`config.mk`:
```
export PLATFORM = sky130hd
export DESIGN_NAME = sbe_ctrl
export DESIGN_NICKNAME = d
export VERILOG_FILES = /design/src/hw/rtl/sbe_pkg.sv /design/src/hw/rtl/sbe_ctrl.sv
export SDC_FILE = /design/constraint.sdc
export NUM_CORES = 1
export LEC_CHECK = 0
export BUFFER_PORTS_ARGS = -buffer_cell sky130_fd_sc_hd__buf_2
export CORE_AREA = 2 2 39 41
export CTS_CLUSTER_SIZE = 24
export DETAILED_ROUTE_END_ITERATION = 12
export DIE_AREA = 0 0 41 43
export PLACE_DENSITY = 0.55
export SKIP_CTS_REPAIR_TIMING = 1
export SLEW_MARGIN = 20
export SYNTH_ARGS = -nofsm -noshare
export SYNTH_HDL_FRONTEND = slang
export SYNTH_SLANG_ARGS = --single-unit
```
`constraint.sdc`:
```
create_clock -name clk_i -period 2.4 [get_ports clk_i]
set_input_delay 0.24 -clock clk_i [delete_from_list [all_inputs] [get_ports clk_i]]
set_output_delay 0.24 -clock clk_i [all_outputs]
set_load 0.005 [all_outputs]
```
`src/hw/rtl/sbe_pkg.sv`:
```
// Shared types, constants and codes of the stack bytecode executor
`default_nettype none

package sbe_pkg;

  localparam int unsigned DATA_W          = 32;
  localparam int unsigned PC_W            = 16;
  localparam int unsigned OP_W            = 5;
  localparam int unsigned VIDX_W          = 8;
  localparam int unsigned STATUS_W        = 4;
  localparam int unsigned STACK_DEPTH_DEF = 64;
  localparam int unsigned VAR_COUNT_DEF   = 256;

  typedef enum logic [OP_W-1:0] {
    OP_CONST = 5'd0,  OP_LOAD  = 5'd1,  OP_STORE = 5'd2,  OP_ADD   = 5'd3,
    OP_SUB   = 5'd4,  OP_MUL   = 5'd5,  OP_DIV   = 5'd6,  OP_MOD   = 5'd7,
    OP_LT    = 5'd8,  OP_GT    = 5'd9,  OP_LE    = 5'd10, OP_GE    = 5'd11,
    OP_EQ    = 5'd12, OP_NE    = 5'd13, OP_AND   = 5'd14, OP_OR    = 5'd15,
    OP_NOT   = 5'd16, OP_POP   = 5'd17, OP_DUP   = 5'd18, OP_JUMP  = 5'd19,
    OP_JF    = 5'd20, OP_JT    = 5'd21, OP_PRINT = 5'd22, OP_HALT  = 5'd23
  } op_e;

  typedef enum logic [STATUS_W-1:0] {
    ST_OK        = 4'd0,
    ST_HALTED    = 4'd1,
    ST_LEFT      = 4'd2,
    ST_UNDERFLOW = 4'd3,
    ST_OVERFLOW  = 4'd4,
    ST_UNSET     = 4'd5,
    ST_DIV_ZERO  = 4'd6,
    ST_MOD_ZERO  = 4'd7,
    ST_BAD_OP    = 4'd8,
    ST_IGNORED   = 4'd9
  } status_e;

  // Commands from the controller to the datapath
  typedef struct packed {
    logic capture;
    logic read;
    logic div_start;
    logic commit;
  } ctrl_cmd_t;

  // Status from the datapath to the controller
  typedef struct packed {
    logic need_div;
    logic div_done;
    logic out_free;
  } dp_sts_t;

endpackage

`default_nettype wire

```
`src/hw/rtl/sbe_ctrl.sv`:
```
// Controller state machine of the stack bytecode executor
`default_nettype none

module sbe_ctrl (
  input  wire logic                clk_i,
  input  wire logic                rst_ni,
  input  wire logic                in_valid_i,
  output logic                     in_ready_o,
  input  wire sbe_pkg::dp_sts_t    sts_i,
  output sbe_pkg::ctrl_cmd_t       cmd_o
);
  import sbe_pkg::*;

  typedef enum logic [4:0] {
    S_IDLE   = 5'b00001,
    S_READ   = 5'b00010,
    S_CALC   = 5'b00100,
    S_DIVIDE = 5'b01000,
    S_WRITE  = 5'b10000
  } state_e;

  state_e state_q, state_d;

  // Advance through read, evaluate, optional divide and commit
  always_comb begin
    state_d = state_q;
    case (state_q)
      S_IDLE:   if (in_valid_i) state_d = S_READ;
      S_READ:   state_d = S_CALC;
      S_CALC:   state_d = sts_i.need_div ? S_DIVIDE : S_WRITE;
      S_DIVIDE: if (sts_i.div_done) state_d = S_WRITE;
      S_WRITE:  if (sts_i.out_free) state_d = S_IDLE;
      default:  state_d = S_IDLE;
    endcase
  end

  always_ff @(posedge clk_i or negedge rst_ni) begin
    if (!rst_ni) state_q <= S_IDLE;
    else         state_q <= state_d;
  end

  // Drive datapath commands
  assign in_ready_o        = (state_q == S_IDLE);
  assign cmd_o.capture     = (state_q == S_IDLE) && in_valid_i;
  assign cmd_o.read        = (state_q == S_READ);
  assign cmd_o.div_start   = (state_q == S_CALC) && sts_i.need_div;
  assign cmd_o.commit      = (state_q == S_WRITE) && sts_i.out_free;

endmodule

`default_nettype wire

```
# Word level (Yosys, flattened, before mapping)
# Cells that the tools add are included.
# totals
ff_bits,5
input_bits,6
output_inout_bits,5
wordCells,18
# op_classes
n_eq_ne,8
n_mux,5
reduce_logical,4
# ops
operator,count
one-hot mux 5 bit (5 select lines),1
2-to-1 mux 5 bit,4
"!= test 2 bit, second input constant",3
"== test 5 x 1 -> 1 bit, second input constant",1
"== test 5 x 2 -> 1 bit, second input constant",1
"== test 5 x 3 -> 1 bit, second input constant",1
"== test 5 x 4 -> 1 bit, second input constant",1
"== test 5 bit, second input constant",1
logical AND 1 bit,3
AND reduction 3 bit,1

# Depth between registers and ports, before layout
# Gate-level depths: netlist of run 1.
# depth
depth_word,3
ltp_mapped,4
ltp_nobuf,4

# Worst setup path before layout of run 1
# OpenSTA, ideal clock, no wires.
# synth_path
path_type,register -> output
startpoint,register state_q[3]
endpoint,output cmd_o[3] (netlist bit)
t_arrival_ns,1.168
t_required_ns,2.160
path_slack_ns,0.992
stages_incl_launch_ff,4
path_buffers,0
path_cell_list,dfrtp_1 or2_4 nor4b_4 and2_1
# synth_rtl
element,line_no,rtl
from (decl),sbe_ctrl.sv:22,"state_e state_q, state_d;"
from (signal assigned),sbe_ctrl.sv:39,else state_q <= state_d;
to (decl),sbe_ctrl.sv:10,output sbe_pkg::ctrl_cmd_t cmd_o

==> results of run 1 <==
-- worst max path at each step --
stage	start	to	slack [ns]	cells after the start
after global placement	state_q[3]	cmd_o[3]	0.87	4
after detailed placement	state_q[3]	cmd_o[3]	0.86	4
final	state_q[3]	cmd_o[3]	0.61	4
after CTS	state_q[3]	cmd_o[3]	0.59	4
after global routing	state_q[3]	cmd_o[3]	0.50	4
after floorplan	state_q[3]	cmd_o[3]	0.99	3
-- cells by family (layout without fill, tap and decap cells) --
kind of cell,Yosys count,after routing,synth area share
AND/OR/NAND/NOR,20,20,0.457
AO/OA/AOI/OAI,6,6,0.140
flip-flops,5,5,0.392
buffers and inverters,1,16,0.0116
-- stage by stage --
| step | total power, mW | worst slack, ns | cells | area [sq um] |
|---|---|---|---|---|
| 6_report | 0.433 | 0.609 | 63 | 429 |
| 2_1_floorplan | 0.281 | 0.992 | 32 | 323 |
| 3_5_place_dp | 0.338 | 0.865 | 58 | 393 |
| 3_3_place_gp | 0.338 | 0.875 | 58 | 393 |
| 5_1_grt | 0.469 | 0.501 | 63 | 429 |
| 4_1_cts | 0.439 | 0.593 | 62 | 419 |
-- layer usage --
layer / track usage / up-vias / wire length (microns)
met5: 0 / - / 0
met4: 0.100 / 0 / 8
met3: 0.0471 / 2 / 34
met2: 0.141 / 10 / 318
met1: 0.101 / 132 / 297
li1: - / 148 / -
-- Yosys cell counts --
| master | instances |
|---|---|
| nor4b_2 | 1 |
| nor4b_4 | 1 |
| nand2_1 | 2 |
| or2_1 | 2 |
| nor2b_1 | 3 |
| nor4b_1 | 1 |
| or2_4 | 1 |
| a2111oi_0 | 1 |
| a211oi_1 | 1 |
| o31ai_1 | 1 |
| nor3b_1 | 1 |
| nor2_1 | 2 |
| nor3_1 | 2 |
| a21oi_1 | 1 |
| and3b_1 | 1 |
| dfrtp_1 | 4 |
| dfstp_2 | 1 |
| a21oi_2 | 1 |
| o21a_1 | 1 |
| and2_1 | 3 |
| inv_1 | 1 |
-- power groups by stage --
| stage | Sequential, mW | Combinational [mW] | Clock [mW] |
|---|---|---|---|
| after CTS | 0.149 | 0.190 | 0.100 |
| after floorplan | 0.143 | 0.138 | 0 |
| final | 0.148 | 0.187 | 0.0969 |
| after global routing | 0.153 | 0.210 | 0.106 |
| after detailed placement | 0.149 | 0.189 | 0 |
| after global placement | 0.151 | 0.187 | 0 |
-- layout make-up --
type                    instances  area (sq um)  area share
repair buffers                 11          60.1       0.140
multi-input cells              26           193       0.449
flip-flops and latches          5           126       0.294
clock buffers                   4          26.3      0.0612
inverters                       1          3.75     0.00875
well taps                      16          20.0      0.0466
==> impl_metrics.py, run 1 <==
metrics = {
    "run_status": {
        "status": "completed",
    },
    "sta": {
        "fin_crit_sh": 0.746,
        "tns_ns": 0,
        "fin_skew_ns": 0.00226,
        "fin_crit_ns": 1.79,
        "setup_viol": 0,
        "hold_viol": 0,
        "max_clock_freq_mhz": 558,
        "holdWs_ns": 0.232,
        "timing.slew.headroom": 0.749,
        "tightest_slew_ns": 0.368,
        "slew_violations": 0,
        "rsz0062_at_grt": "false",
    },
    "min_path": {
        "min_from": "in_valid_i",
        "hold_depth": 2,
        "holdPathEnd": "state_q[1]",
        "hold_class": "in -> reg",
    },
    "global_routing": {
        "grt-ovfl-total": 0,
        "antenna_found_initial": 0,
        "grt_pass1_vias": 282,
        "grt_use_total": 0.101,
        "grt_pass1_wl_mm": 1.10,
        "grt_max_degree": 9,
    },
    "placed_design": {
        "gp_routability_congestion": 0.681,
        "portBuffers": 10,
    },
    "setup_path": {
        "r2r_cells": 4,
        "reg2reg_to": "state_q[4]",
        "cp_top_family": "simple AND/OR/NAND/NOR gates",
        "required_ns": 2.16,
        "crit_path_max_incr_delay_ns": 0.41,
        "crit_chain": "or2_4 > nor4b_4 > and2_1 > buf_2",
        "regToRegStartpoint": "state_q[3]",
        "cp_num_buf_inv": 1,
        "critPathLaunchType": "flop",
        "crit_slowest_cell": "dfrtp_1",
        "r2r_slack_ns": 1.05,
        "worstSetupPathType": "reg -> out",
        "cp-end-kind": "output port",
        "worstPathArrival_ns": 1.55,
        "cp_max_fo": 5,
    },
    "cts": {
        "cts-buffers-inserted": 3,
        "clk_path_buf_depth": 2,
        "cts_sinks": 5,
        "path_clk_slew_ns": 0.04,
        "clockRootBuffer": "clkbuf_4",
        "cts_tree": "yes",
        "htreeDepth": 1,
        "clk_latency_ns": 0.24,
    },
    "layout": {
        "drive_gt1_frac": 0.383,
        "fin_util": 0.310,
        "n_antenna_cell": 0,
        "largest_register_ffs": 5,
        "syn_to_final_growth_pct": 32.9,
        "largest_registers": "state_q x5",
        "nets": 54,
        "final_cell_mix": "buf_2 (10), dfrtp_1 (4), nor2b_1 (3), and2_1 (3), clkbuf_4 (3)",
        "fill_cells": 164,
        "final_common_cell": "buf_2",
        "top_register": "state_q",
    },
    "logic_synthesis": {
        "syn_avg_cell_area_sq_um": 10.1,
        "yosys_warnings": 0,
        "synth_seq_cells": 5,
        "synth_cells": 32,
        "syn-num-nets": 38,
        "yosys.area.top_type": "dfrtp_1",
        "synth_seq_area_share": 0.391,
        "netlist_area_sq_um": 323,
        "synth_cell_types": 21,
        "synth_top_area_frac": 0.310,
        "synthTopCellsByArea": "dfrtp_1 (31%), dfstp_2 (8.1%), nor4b_4 (7.4%)",
    },
    "route": {
        "routed_via_density": 4.63,
        "wire_per_inst_microns": 10.5,
        "drtPass1Iterations": 3,
        "vias": 292,
        "drtAntennaViolNets": 0,
        "route.detailed.drc": 0,
        "drt-total-wl_microns": 659,
        "first_iter_violations": 4,
    },
    "power_and_ir_drop": {
        "power_frac_comb": 0.433,
        "leakagePower_nw": 0.208,
        "max-vdd-ir-drop_mv": 0.341,
        "seq_power_share": 0.343,
        "p_per_area_nw_per_um2": 1010,
        "p_int_mw": 0.281,
        "p_clk_frac": 0.224,
        "netSwitchingFraction": 0.351,
        "switching_power_mw": 0.152,
    },
    "floorplan": {
        "coreArea_sq_um": 1380,
        "boundaryPins": 11,
        "die_h_microns": 43,
        "die_w_microns": 41,
        "std_cell_rows": 14,
        "initial_core_util": 0.233,
        "die_area_sq_um": 1760,
    },
    "job": {
        "drv_cap": 0,
    },
}
Power figures use the tool's default switching activity.
==> inputs of run 2 (changes only) <==
Clock period 2.4 ns to 1.7 ns, I/O delays scaled along.
==> run 2 against run 1 <==
Count of clock-buffer cells in the layout unchanged. Global-route usage is 1.9 points lower. Non-clock buffer count increased by 5. Power increased by 58%. Largest cell class unchanged. Largest power group unchanged. Highest routed layer is now met3.
==> impl_metrics.py, run 2 (same netlist as run 1, synthesis figures left out) <==
metrics = {
    "route": {
        "drtPass1Iterations": 4,
        "drt-total-wl_microns": 681,
        "first_iter_violations": 2,
        "vias": 299,
        "routed_via_density": 4.40,
        "route.detailed.drc": 0,
        "wire_per_inst_microns": 10.0,
        "drtAntennaViolNets": 0,
    },
    "layout": {
        "drive_gt1_frac": 0.462,
        "n_antenna_cell": 0,
        "largest_register_ffs": 5,
        "multiInputGateArea_sq_um": 198,
        "top_register": "state_q",
        "nets": 59,
        "final_common_cell": "buf_2",
        "syn_to_final_growth_pct": 46.1,
        "largest_registers": "state_q x5",
        "ff_latch_area_sq_um": 126,
        "fin_util": 0.341,
        "final_cell_mix": "buf_2 (10), buf_4 (5), dfrtp_1 (4)",
        "fill_cells": 153,
    },
    "global_routing": {
        "antenna_found_initial": 0,
        "grt-ovfl-total": 0,
        "grt_use_total": 0.0821,
        "grt_pass1_vias": 260,
        "grt_pass1_wl_microns": 966,
        "grt_max_degree": 9,
    },
    "sta": {
        "fin_skew_ns": 0.000922,
        "fin_crit_ns": 1.69,
        "setup_viol": 0,
        "timing.slew.headroom": 0.752,
        "slew_violations": 0,
        "max_clock_freq_mhz": 590,
        "rsz0062_at_grt": "true",
        "holdWs_ns": 0.171,
        "tightest_slew_ns": 0.363,
        "fin_crit_sh": 0.997,
        "hold_viol": 0,
    },
    "power_and_ir_drop": {
        "p_int_mw": 0.458,
        "p_per_area_nw_per_um2": 1450,
        "p_clk_frac": 0.193,
        "power_frac_comb": 0.502,
        "seq_power_share": 0.305,
        "netSwitchingFraction": 0.330,
        "max-vdd-ir-drop_mv": 0.442,
        "leakagePower_nw": 0.235,
        "switching_power_mw": 0.225,
        "power_mw": 0.683,
    },
    "floorplan": {
        "boundaryPins": 11,
        "die_w_microns": 41,
        "initial_core_util": 0.233,
        "die_h_microns": 43,
        "coreArea_sq_um": 1380,
        "die_area_sq_um": 1760,
        "std_cell_rows": 14,
    },
    "cts": {
        "cts_sinks": 5,
        "cts-buffers-inserted": 3,
        "cts_tree": "yes",
        "clk_latency_ns": 0.23,
        "path_clk_slew_ns": 0.04,
        "clockRootBuffer": "clkbuf_4",
        "htreeDepth": 1,
        "clk_path_buf_depth": 2,
    },
    "setup_path": {
        "worstPathArrival_ns": 1.52,
        "required_ns": 1.53,
        "cp-end-kind": "output port",
        "critPathLaunchType": "flop",
        "cp_max_fo": 4,
        "worstSetupPathType": "reg -> out",
    },
    "run_status": {
        "status": "completed",
    },
    "job": {
        "drv_cap": 0,
    },
    "placed_design": {
        "dp_hpwl_microns": 508,
        "portBuffers": 10,
        "gp_routability_congestion": 0.635,
    },
    "min_path": {
        "hold_class": "in -> reg",
    },
}
-- run 2: changes by cell type in the layout (fill, tap and decap cells not counted), sizes merged --
cell / change
buf: +5
-- run 2: layer usage --
metal	wire length, microns	share of wire	GRT usage
met5	0	0	0
met4	0	0	0.0600
met2	351	0.52	0.131
met1	310	0.46	0.0894
met3	19	0.028	0.0157
-- run 2: critical path, cell delays in order, from the launching register on --
cell	delay, ns
dfrtp_1	0.38
or2_4	0.28
nor4b_4	0.35
and2_1	0.17
buf_2	0.10
-- run 2: layout make-up --
cell class / count / area share
Sequential cell: 5 / 0.268
Inverter: 1 / 0.00796
Multi-Input combinational cell: 26 / 0.419
Tap cell: 16 / 0.0424
Timing Repair Buffer: 16 / 0.207
Clock buffer: 4 / 0.0557
-- run 2: path summary, 6_finish.rpt --
kind | startpoint | end | slack, ns | cells after the start
setup / recovery | state_q[2] | cmd_o[3] | 0.005 | 4
hold / removal | in_valid_i | state_q[1] | 0.17 | 2
setup reg to reg | state_q[2] | state_q[4] | 0.16 | 6
hold reg to reg | state_q[1] | state_q[2] | 0.62 | 1
max in group asynchronous | rst_ni | state_q[0] | 1.22 | 2
min in group asynchronous | rst_ni | state_q[4] | 0.27 | 2
-- run 2: through the flow --
stage	area, sq um	cells	TNS (ns)	worst slack [ns]
3_3_place_gp	393	58	0	0.231
3_5_place_dp	393	58	0	0.207
4_1_cts	419	62	-0.0451	-0.0451
5_1_grt	472	68	-0.104	-0.102
6_report	472	68	0	0.00547
2_1_floorplan	323	32	0	0.362
-- run 2: power groups by stage --
stage / clock [mW] / sequential, mW / combinational, mW
final: 0.132 / 0.208 / 0.343
after global routing: 0.146 / 0.215 / 0.379
after CTS: 0.136 / 0.210 / 0.266
after detailed placement: 0 / 0.212 / 0.264
after global placement: 0 / 0.212 / 0.260
after floorplan: 0 / 0.201 / 0.195
